## src/sv/spa_pkg.sv

```systemverilog
`timescale 1ns / 1ps
// spa_pkg: shared types, codes and constants of the segregated pool allocator.
// No dependencies.

package spa_pkg;

    localparam int HEAP_CHUNKS_DEF = 64;
    localparam int NUM_CLASSES     = 8;
    localparam int CLS_W           = 3;
    localparam int HDR_W           = 4;
    localparam int STAT_W          = 3;
    localparam int ADDR_W          = 18;
    localparam int ADDR_SLOT_W     = 13;
    localparam int CHUNK_SLOT_W    = 7;
    localparam int SLOTS_PER_CHUNK = 128;
    localparam int SLOT_BYTES      = 32;
    localparam int HDR_BYTES       = 8;
    localparam int NEED_W          = 13;
    localparam int REQ_W           = 32;
    localparam int CHUNK_OFF_W     = 6;

    localparam logic [REQ_W-1:0]  MAX_REQ   = 32'd4088;
    localparam logic [CLS_W-1:0]  TOP_CLASS = 3'd7;
    localparam logic [CLS_W-1:0]  PUSH_TOP  = 3'd6;

    localparam logic KIND_ALLOC = 1'b0;
    localparam logic KIND_FREE  = 1'b1;

    typedef enum logic [STAT_W-1:0] {
        ST_OK        = 3'd0,
        ST_ZERO      = 3'd1,
        ST_TOO_LARGE = 3'd2,
        ST_NO_MEM    = 3'd3,
        ST_FREE_IGN  = 3'd4
    } t_status;

    typedef enum logic [2:0] {
        S_IDLE,
        S_DECODE,
        S_POP,
        S_FREE,
        S_REFILL
    } t_state;

    typedef struct packed {
        logic             zero;
        logic             too_big;
        logic [CLS_W-1:0] cls;
    } t_size_info;

    typedef struct packed {
        logic             hdr_we;
        logic             link_we;
        logic [HDR_W-1:0] hdr_wdata;
    } t_mem_ctl;

endpackage

```

## src/sv/spa_size_class.sv

```systemverilog
`timescale 1ns / 1ps
// spa_size_class: request size checks and size class selection.
// Depends on spa_pkg.

module spa_size_class (
    input  logic [spa_pkg::REQ_W-1:0] i_req_size,
    output spa_pkg::t_size_info       o_info
);

    localparam int NW = spa_pkg::NEED_W;

    logic [NW-1:0] round_up;
    logic [NW-1:0] need;

    always_comb begin
        round_up = i_req_size[NW-1:0] + NW'(7);
        need     = {round_up[NW-1:3], 3'b000} + NW'(spa_pkg::HDR_BYTES);
        o_info.zero    = (i_req_size == '0);
        o_info.too_big = (i_req_size > spa_pkg::MAX_REQ);
        o_info.cls     = spa_pkg::TOP_CLASS;
        for (int c = spa_pkg::NUM_CLASSES - 1; c >= 0; c--) begin
            if (need <= (NW'(spa_pkg::SLOT_BYTES) << c)) begin
                o_info.cls = spa_pkg::CLS_W'(c);
            end
        end
    end

endmodule

```

## config.mk

```make
export PLATFORM = sky130hd
export DESIGN_NAME = spa_size_class
export DESIGN_NICKNAME = d
export VERILOG_FILES = /design/src/sv/spa_pkg.sv /design/src/sv/spa_size_class.sv
export SDC_FILE = /design/constraint.sdc
export NUM_CORES = 1
export LEC_CHECK = 0
export ABC_AREA = 1
export BUFFER_PORTS_ARGS = -buffer_cell sky130_fd_sc_hd__buf_2
export CORE_ASPECT_RATIO = 1.1
export CORE_MARGIN = 2
export CORE_UTILIZATION = 40
export DETAILED_ROUTE_END_ITERATION = 12
export PLACE_DENSITY_LB_ADDON = 0.05
export SLEW_MARGIN = 20
export SYNTH_ARGS = -nofsm -noshare
export SYNTH_HDL_FRONTEND = slang
export SYNTH_SLANG_ARGS = --single-unit
export TNS_END_PERCENT = 30
```

## constraint.sdc

```tcl
create_clock -name vclk -period 3.25
set_input_delay 0.65 -clock vclk [all_inputs]
set_output_delay 0.65 -clock vclk [all_outputs]
set_load 0.05 [all_outputs]
```

# After elaboration in Yosys (flattened, before gate mapping)
# Cells that the tools add are included.
classes:
  add_sub_neg: 2
  n_mul: 0
  div_mod_pow: 0
  order_cmp: 8
  n_eq_ne: 0
  shift: 0
  n_mux: 7
  bitwise: 0
  reduce_logical: 1
op_table:
  columns: ["operator", "n"]
  rows:
  - ["32-bit by 12-bit > comparator with 1-bit output (second input constant)", 1]
  - ["32-bit logical NOT", 1]
  - ["3-bit two-way mux", 6]
  - ["13-bit by 3-bit adder with 13-bit output (second input constant)", 1]
  - ["13-bit by 4-bit adder with 13-bit output (second input constant)", 1]
  - ["13-bit by 10-bit less-or-equal comparator with 1-bit output (second input constant)", 1]
  - ["13-bit by 11-bit less-or-equal comparator with 1-bit output (second input constant)", 1]
  - ["13-bit by 12-bit less-or-equal comparator with 1-bit output (second input constant)", 1]
  - ["13-bit by 6-bit less-or-equal comparator with 1-bit output (second input constant)", 1]
  - ["13-bit by 7-bit less-or-equal comparator with 1-bit output (second input constant)", 1]
  - ["13-bit by 8-bit less-or-equal comparator with 1-bit output (second input constant)", 1]
  - ["13-bit by 9-bit less-or-equal comparator with 1-bit output (second input constant)", 1]
  - ["1-bit two-way mux", 1]
word_totals:
  ff_bits: 0
  latch_bits: 0
  ram_bits: 0
  mem_bits_ro: 0
  input_bits: 32
  out_inout_bits: 5
  word_cells: 18
  memories: 0

# Depth between registers and ports, before layout
# Gate-level depths: netlist (run 1).
logic_depth:
  ltp_word: 10
  depth_mapped: 21
  mapped_depth_nobuf: 21

# Least setup slack after synthesis (run 1)
# No wires, ideal clock.
synth_timing:
  path_kind: "in2out"
  from: "input i_req_size[0] (netlist name)"
  to: "output o_info[1] (netlist name)"
  arrival_time_ns: 3.016
  required_ns: 2.600
  path_slack_ns: -0.416
  stages: 16
  n_path_buf: 0
  cell_sequence: "nor2_2 nand2_2 nand2_2 nand2_1 inv_1 ha_1 inv_1 nor2_1 nand2_1 nand2_1 nand2_1 inv_1 nand3_1 nand2_1 nand2_2 a21boi_1"
synth_lines:
  columns: ["element", "line", "source"]
  rows:
  - ["from (decl)", "spa_size_class.sv:6", "input logic [spa_pkg::REQ_W-1:0] i_req_size,"]
  - ["to (decl)", "spa_size_class.sv:7", "output spa_pkg::t_size_info o_info"]

==> run_results.csv, run 1 <==
group,metric,value,unit
run_status,status,"finished, final reports clean",
drt,ant_nets,0,
finish,syn2layout_area_growth,58.2,%
critical_path,setup.worst_path.end_class,"output pin",
placed_design,hpwl,2060,µm
yosys,ys_seq_area_frac,0,
critical_path,required,2.60,ns
global_routing,overflow,0,
floorplan,die_y,51.2,µm
critical_path,crit_family,"simple AND/OR/NAND/NOR gates",
placed_design,io_buffers,37,
timing,maxSlewHeadroom,0.779,
timing,hold_violations,0,
floorplan,dieArea,2400,µm²
power_and_ir_drop,p_per_area,122,nW/µm²
finish,utilization,0.655,
yosys,synth_warnings,0,
critical_path,crit_arrival,2.57,ns
finish,drive_gt1_frac,0.449,
floorplan,pin_count,37,
timing,setup_viol,0,
yosys,synthCells,162,
finish,diodes,0,
finish,layout_common_cells,"50 x nand2_1, 33 x buf_2, 18 x inv_1, 18 x buf_4",
drt,firstDrtPassIters,4,
yosys,syn_area,811,µm²
placed_design,place_congestion,0.841,
global_routing,grt_start_max_net_pins,8,
global_routing,antenna_found_initial,0,
drt,vias,1198,
power_and_ir_drop,total_leakage_power,0.693,nW
floorplan,initial_core_util,0.414,
finish,seq_cells,0,
drt,drt_wl_total,2370,µm
timing,min_period,3.22,ns
critical_path,slowest_delay,0.20,ns
yosys,yosysUniqueCellTypes,24,
critical_path,cp_max_fo,4,
timing,rsz0062_at_grt,"yes",
drt,viasPerCell,4.91,
finish,num-clock-buffers,0,
critical_path,worst-path-buf-inv,3,
floorplan,core_area,1960,µm²
critical_path,path_cells,"buf_6 -> nor2_4 -> nand2_2 -> nand2_2 -> buf_4 -> nand4_1 -> nor2_2 -> nand4_1 -> nand2_1 -> nand3_2 -> nor3_4 -> nand2_1 -> nor2_1 -> a21oi_4 -> buf_6",
finish,layout.nets,252,
yosys,synth_fp_nets,196,
floorplan,die_w,46.9,µm
drt,wl_per_cell,9.73,µm
critical_path,worstSetupPathType,"input port to output pin",
drt,initialDrtViolationCount,15,
global_routing,grt_pass1_vias,999,
global_routing,grt_pass1_wl,3790,µm
power_and_ir_drop,ir_drop,0.0000902,V
drt,drc,0,
finish,final-seq-area,0,µm²
finish,layout_commonest_cell,"nand2_1",
hold_path,hold_start,"i_req_size[10]",
power_and_ir_drop,p_total,0.156,mW
timing,drv_slew,0,
hold_path,hold-path-endpoint,"o_info[4]",
critical_path,crit_start,"i_req_size[0]",
hold_path,hold_depth,5,
hold_path,hp-class,"input port to output pin",
timing,period_share,0.990,
critical_path,worst_setup_path_start_kind,"input port",
global_routing,track_usage,0.199,
flow_run,maxCapViolCount,0,
clocking,cts_hold_buf,0,
timing,worstMarginPinSlew,0.329,ns
critical_path,critPathSlowestCell,"nor3_4",
yosys,syn_avg_cell_area,5.00,µm²
floorplan,row_count,17,
timing,fmax,311,MHz
## final cells by class
cell class                      instances  area, µm²
Fill cell                             197        674
Tap cell                               28       35.0
Timing Repair Buffer                   54        334
Multi-Input combinational cell        140        831
Inverter                               22       82.6
## layer usage
metal / up-vias / part of all wire / global-route usage
li1: 641 / - / -
met1: 519 / 0.42 / 0.242
met2: 38 / 0.54 / 0.395
met3: 0 / 0.041 / 0
met4: 0 / 0 / 0
met5: - / 0 / 0
## cells by family after synthesis
logic type	share of synthesized area
and+or+nand+nor	0.778
buffers and inverters	0.102
AOI/OAI and AO/OA	0.0679
xor gates and xnor gates	0.0216
adders and majority gates	0.0309
## per-stage QoR
step / setup TNS (ns) / instances / setup slack (ns) / hold WS [ns] / instance area (µm²)
floorplan: -0.00856 / 162 / -0.00856 / 1.50 / 852
global placement: -0.119 / 238 / -0.0758 / 1.77 / 1150
detailed placement: -0.193 / 238 / -0.117 / 1.78 / 1150
CTS: 0 / 241 / 0.00674 / 1.78 / 1210
global route: -0.335 / 244 / -0.188 / 1.80 / 1280
finish: 0 / 244 / 0.0341 / 1.77 / 1280
## worst max path at each step
stage / end / cells after the start
3_3_place_gp: o_info[0] / 18
2_1_floorplan: o_info[0] / 18
4_1_cts: o_info[0] / 23
5_1_grt: o_info[0] / 20
3_5_place_dp: o_info[0] / 20
6_report: o_info[0] / 15
## tightest hold or removal path: cells and delay by family
kind / cells / cell delay [ns]
simple gates: 3 / 0.15
buf+inv: 2 / 0.32
## where the power goes
part,internal (mW),switching (mW)
Sequential,0,0
Combinational,0.0689,0.0872
Clock,0,0
## cell usage after synthesis
| cell | count | area (µm²) |
|---|---|---|
| nand2_1 | 56 | 210 |
| nand3_1 | 18 | 90.1 |
| nor2_2 | 7 | 43.8 |
| xor2_1 | 1 | 8.76 |
| clkinv_1 | 1 | 3.75 |
| a21oi_1 | 1 | 5.00 |
| o21bai_2 | 1 | 11.3 |
| a21boi_1 | 1 | 7.51 |
| a21oi_2 | 1 | 8.76 |
| xnor2_1 | 1 | 8.76 |
| nand4_1 | 7 | 43.8 |
| o21ai_0 | 2 | 10.0 |
| nor3_1 | 2 | 10.0 |
| nor3b_1 | 1 | 7.51 |
| ha_1 | 2 | 25.0 |
| o21ai_1 | 1 | 5.00 |
| nor4_1 | 5 | 31.3 |
| inv_1 | 21 | 78.8 |
| nand3_2 | 4 | 40.0 |
| nand2_2 | 10 | 62.6 |
| nor2_1 | 13 | 48.8 |
| or4_1 | 3 | 22.5 |
| nor3_2 | 2 | 20.0 |
| o21bai_1 | 1 | 7.51 |
## what timing repair did
item                                    CTS  global route
resized for setup                        11            12
gates cloned                              0             0
setup buffers                             3             3
pin swaps                                 6            21
endpoints found under the setup margin    2             3
No activity file was read; power rests on OpenSTA's default activity.
==> run 2: changes to the inputs <==
--- a/config.mk
+++ b/config.mk
@@ -12,6 +12,7 @@
 export CORE_UTILIZATION = 40
 export DETAILED_ROUTE_END_ITERATION = 12
 export PLACE_DENSITY_LB_ADDON = 0.05
+export REMOVE_ABC_BUFFERS = 1
 export SLEW_MARGIN = 20
 export SYNTH_ARGS = -nofsm -noshare
 export SYNTH_HDL_FRONTEND = slang
==> run 2 against run 1 <==
Routed wire length grew 9.7%. Critical endpoint unchanged. Maximum frequency fell by 0.87%. Sequential share of layout area is the same. Count of clock-buffer cells in the layout unchanged. Total power up 14%. Setup slack got worse by 0.028 ns. Die area stayed put. Flip-flop and latch count stayed put. Highest routed layer is now met4.
==> run_results.csv, run 2 (synthesized netlist as in run 1, its figures left out) <==
group,metric,value,unit
global_routing,overflow,0,
critical_path,worst_setup_path_start_kind,"input port",
critical_path,cp_max_fo,5,
placed_design,placed_cells,237,
critical_path,crit_arrival,2.59,ns
global_routing,grt_pass1_wl,3860,µm
timing,fmax,308,MHz
global_routing,antenna_found_initial,0,
timing,rsz0062_at_grt,"yes",
critical_path,slowest_delay,0.22,ns
timing,setup_slack,0.00584,ns
drt,drc,0,
drt,initialDrtViolationCount,17,
placed_design,place_ws,-0.0899,ns
global_routing,track_usage,0.205,
finish,syn2layout_area_growth,76.5,%
timing,fin_hold_ws,1.73,ns
floorplan,dieArea,2400,µm²
critical_path,critPathSlowestCell,"nor2_4",
floorplan,row_count,17,
finish,seq_cells,0,
power_and_ir_drop,p_sw_frac,0.582,
floorplan,die_y,51.2,µm
floorplan,pin_count,37,
global_routing,grt_pass1_vias,1009,
timing,worstMarginPinSlew,0.333,ns
finish,layout_common_cells,"39 x nand2_1, 29 x buf_2, 16 x inv_1",
power_and_ir_drop,p_sw,0.104,mW
timing,hold_violations,0,
flow_run,maxCapViolCount,0,
critical_path,path_cells,"buf_2 -> nor2_4 -> nand2_4 -> buf_6 -> nand3_2 -> nand3_2 -> nor2_4 -> nand2_8 -> nand2_4 -> nand2_4 -> nor3_2 -> nand3_1 -> nand2_1 -> nand2_2 -> nand2_1 -> nand2_1 -> a21oi_2 -> buf_6",
timing,drv_slew,0,
power_and_ir_drop,ir_drop,0.0000896,V
timing,setup_tns,0,ns
finish,final-seq-area,0,µm²
hold_path,hp-class,"input port to output pin",
drt,drt_wl_total,2610,µm
finish,layout.cells.non_filler,240,
run_status,status,"finished, final reports clean",
critical_path,worst-path-buf-inv,3,
finish,layout_commonest_cell,"nand2_1",
power_and_ir_drop,p_per_area,124,nW/µm²
finish,num-fill-cells,186,
power_and_ir_drop,clkPwrFrac,0,
drt,viasPerCell,5.13,
finish,diodes,0,
global_routing,grt_start_max_net_pins,8,
clocking,cts_hold_buf,0,
drt,vias,1230,
placed_design,place_congestion,0.862,
finish,drive_gt1_frac,0.533,
drt,wl_per_cell,10.9,µm
drt,firstDrtPassIters,4,
critical_path,worstSetupPathType,"input port to output pin",
timing,maxSlewHeadroom,0.776,
timing,setup_viol,0,
power_and_ir_drop,combPwrFrac,1.000,
floorplan,die_w,46.9,µm
finish,num-clock-buffers,0,
timing,period_share,0.998,
critical_path,required,2.60,ns
power_and_ir_drop,p_int,0.0745,mW
floorplan,initial_core_util,0.414,
timing,min_period,3.24,ns
placed_design,hpwl,2030,µm
drt,ant_nets,0,
power_and_ir_drop,p_seq_frac,0,
placed_design,io_buffers,37,
critical_path,setup.worst_path.end_class,"output pin",
critical_path,crit_family,"simple AND/OR/NAND/NOR gates",
floorplan,core_area,1960,µm²
power_and_ir_drop,total_leakage_power,0.704,nW
finish,layout.nets,248,
## run 2: changes by cell type in the layout (fill, tap and decap cells not counted), sizes merged
cell | previous run | this run
buf | 54 | 49
clkbuf | 0 | 1
clkinv | 1 | 0
inv | 21 | 22
## run 2: cell type report
cell class                      instances  area [µm²]  share of cell area
Timing Repair Buffer                   50         333               0.233
Inverter                               22        87.6              0.0612
Multi-Input combinational cell        140         976               0.682
Tap cell                               28        35.0              0.0245
## run 2: final timing paths
path / depth (start not counted) / to / from / slack [ns]
max: 18 / o_info[0] / i_req_size[0] / 0.006
min: 5 / o_info[4] / i_req_size[7] / 1.73
## run 2: power by group through the flow
stage | clock network [mW] | logic [mW] | registers, mW
after floorplan | 0 | 0.0740 | 0
after global placement | 0 | 0.123 | 0
after detailed placement | 0 | 0.126 | 0
after CTS | 0 | 0.129 | 0
after global routing | 0 | 0.194 | 0
final | 0 | 0.178 | 0
## run 2: tightest hold or removal path, cell delays in order
cell and delay [ns]:
buf_6 0.10, nor4_1 0.05, nand2_1 0.05, nor3b_1 0.04, buf_2 0.20
## run 2: per-layer routing
| layer | GRT usage | wire [µm] |
|---|---|---|
| met2 | 0.404 | 1480 |
| met1 | 0.240 | 958 |
| met4 | 0.0139 | 32 |
| met5 | 0 | 0 |
| met3 | 0.00707 | 136 |
## run 2: stage by stage
step                utilization  power (mW)  area (µm²)
finish                    0.731       0.178        1430
global route              0.731       0.194        1430
CTS                       0.574       0.129        1120
detailed placement        0.565       0.126        1110
global placement          0.565       0.123        1110
floorplan                     -      0.0740         811
## run 2: timing repair
item	4_1_cts	5_1_grt
endpoints found under the setup margin	2	2
pin swaps	0	38
buffers inserted	0	3
gates resized for setup	5	79
endpoints found under the hold margin	0	0
==> run 3: changes to the inputs <==
--- a/config.mk
+++ b/config.mk
@@ -6,7 +6,7 @@
 export NUM_CORES = 1
 export LEC_CHECK = 0
 export ABC_AREA = 1
-export BUFFER_PORTS_ARGS = -buffer_cell sky130_fd_sc_hd__buf_2
+export BUFFER_PORTS_ARGS = -buffer_cell sky130_fd_sc_hd__buf_4
 export CORE_ASPECT_RATIO = 1.1
 export CORE_MARGIN = 2
 export CORE_UTILIZATION = 40
==> constraint.sdc (replaced) <==
create_clock -name vclk -period 3.25
set_input_delay 0.325 -clock vclk [all_inputs]
set_output_delay 0.325 -clock vclk [all_outputs]
set_load 0.05 [all_outputs]
==> run 3 against run 2 <==
Worst hold slack worse by 0.66 ns. Global-route usage decreased by 0.21 points. Maximum frequency rose by 12%. Critical path type unchanged. Combinational power is 29% lower. Via count shrank 7.5%. Count of clock-buffer cells in the layout unchanged. Flip-flop and latch count unchanged. Largest cell class unchanged. Core utilization shrank 16 points. Setup slack gained 0.35 ns. Total power is 29% lower.
==> run_results.csv, run 3 (synthesized netlist as in run 1, its figures left out) <==
group,metric,value,unit
drt,wl_per_cell,9.84,µm
drt,vias,1138,
power_and_ir_drop,p_sw,0.0725,mW
flow_run,maxCapViolCount,0,
timing,period_share,0.890,
timing,worstMarginPinSlew,0.357,ns
timing,hold_violations,0,
power_and_ir_drop,combPwrFrac,1.000,
drt,drc,0,
finish,seq_cells,0,
critical_path,crit_start,"i_req_size[0]",
power_and_ir_drop,total_leakage_power,0.609,nW
finish,layout_common_cells,"56 x nand2_1, 37 x buf_4, 21 x inv_1",
run_status,status,"finished, final reports clean",
floorplan,row_count,17,
global_routing,track_usage,0.202,
timing,min_period,2.89,ns
critical_path,cp_max_fo,7,
finish,layout.cells.non_filler,227,
drt,firstDrtPassIters,5,
timing,fmax,346,MHz
timing,rsz0062_at_grt,"no",
drt,viasPerCell,5.01,
global_routing,overflow,0,
power_and_ir_drop,clkPwrFrac,0,
finish,drive_gt1_frac,0.317,
timing,setup_slack,0.356,ns
critical_path,crit_arrival,2.57,ns
drt,ant_nets,0,
critical_path,worstSetupPathType,"input port to output pin",
floorplan,die_w,46.9,µm
floorplan,initial_core_util,0.414,
power_and_ir_drop,p_total,0.126,mW
critical_path,worst_setup_path_start_kind,"input port",
finish,diodes,0,
critical_path,required,2.92,ns
finish,num-clock-buffers,0,
floorplan,dieArea,2400,µm²
power_and_ir_drop,p_int,0.0534,mW
power_and_ir_drop,ir_drop,0.0000601,V
floorplan,die_y,51.2,µm
placed_design,place_congestion,0.849,
timing,maxSlewHeadroom,0.760,
power_and_ir_drop,p_seq_frac,0,
floorplan,core_area,1960,µm²
finish,num-fill-cells,230,
finish,final-seq-area,0,µm²
power_and_ir_drop,p_per_area,112,nW/µm²
finish,layout_commonest_cell,"nand2_1",
timing,setup_viol,0,
timing,drv_slew,0,
floorplan,pin_count,37,
power_and_ir_drop,p_sw_frac,0.576,
finish,layout.nets,235,
critical_path,endpoint,"o_info[0]",
timing,setup_tns,0,ns
placed_design,io_buffers,37,
global_routing,grt_start_max_net_pins,8,
global_routing,grt_pass1_vias,1000,
hold_path,hp-class,"input port to output pin",
clocking,cts_hold_buf,0,
placed_design,placed_cells,227,
critical_path,setup.worst_path.end_class,"output pin",
drt,initialDrtViolationCount,7,
finish,syn2layout_area_growth,38.9,%
drt,drt_wl_total,2230,µm
placed_design,hpwl,2040,µm
global_routing,grt_pass1_wl,3810,µm
placed_design,place_ws,0.337,ns
global_routing,antenna_found_initial,0,
[run 3: power by group through the flow]
stage                     Clock (mW)  Sequential [mW]  Combinational (mW)
after floorplan                    0                0              0.0740
after global placement             0                0               0.124
after detailed placement           0                0               0.126
after CTS                          0                0               0.126
after global routing               0                0               0.141
final                              0                0               0.126
[run 3: how the worst min path moves through the flow]
stage                   start   endpoint  slack [ns]  depth (start not counted)
5_1_grt        i_req_size[10]  o_info[4]        1.10                          5
3_3_place_gp   i_req_size[10]  o_info[4]        1.06                          5
6_report        i_req_size[8]  o_info[4]        1.07                          5
4_1_cts        i_req_size[10]  o_info[4]        1.07                          5
3_5_place_dp   i_req_size[10]  o_info[4]        1.07                          5
2_1_floorplan  i_req_size[11]  o_info[4]        0.90                          3
[run 3: worst max-delay path: stages]
cell and delay [ns]:
buf_4 0.11, nor2_2 0.12, nand2_2 0.13, nand2_2 0.14, nand2_1 0.12, inv_1 0.16
ha_2 0.25, nand3_1 0.10, a21oi_1 0.25, nand4_1 0.12, o21bai_1 0.13, nand2_1 0.07
nand2_1 0.07, nand2_1 0.05, nand2_1 0.05, nand2_1 0.05, a21oi_2 0.11, buf_4 0.20
[run 3: area by class of cell]
type | count | area [µm²] | share of cell area
well taps | 28 | 35.0 | 0.0311
multi-input cells | 140 | 731 | 0.649
inverters | 22 | 82.6 | 0.0733
repair buffers | 37 | 278 | 0.247
[run 3: per-layer routing]
layer	track usage	share of wire
met1	0.248	0.41
met2	0.400	0.54
met3	0	0.049
met4	0	0
met5	0	0
[run 3: through the flow]
step	instance area [µm²]	hold WS [ns]	utilization
floorplan	811	0.903	-
global placement	1120	1.06	0.574
detailed placement	1120	1.07	0.574
CTS	1120	1.07	0.574
global route	1130	1.10	0.575
finish	1130	1.07	0.575
[run 3: what timing repair did]
| item | in CTS | in global routing |
|---|---|---|
| buffers inserted | 0 | 0 |
| endpoints found under the setup margin | 0 | 1 |
| hold endpoints to repair | 0 | 0 |
| gates resized for setup | 0 | 1 |
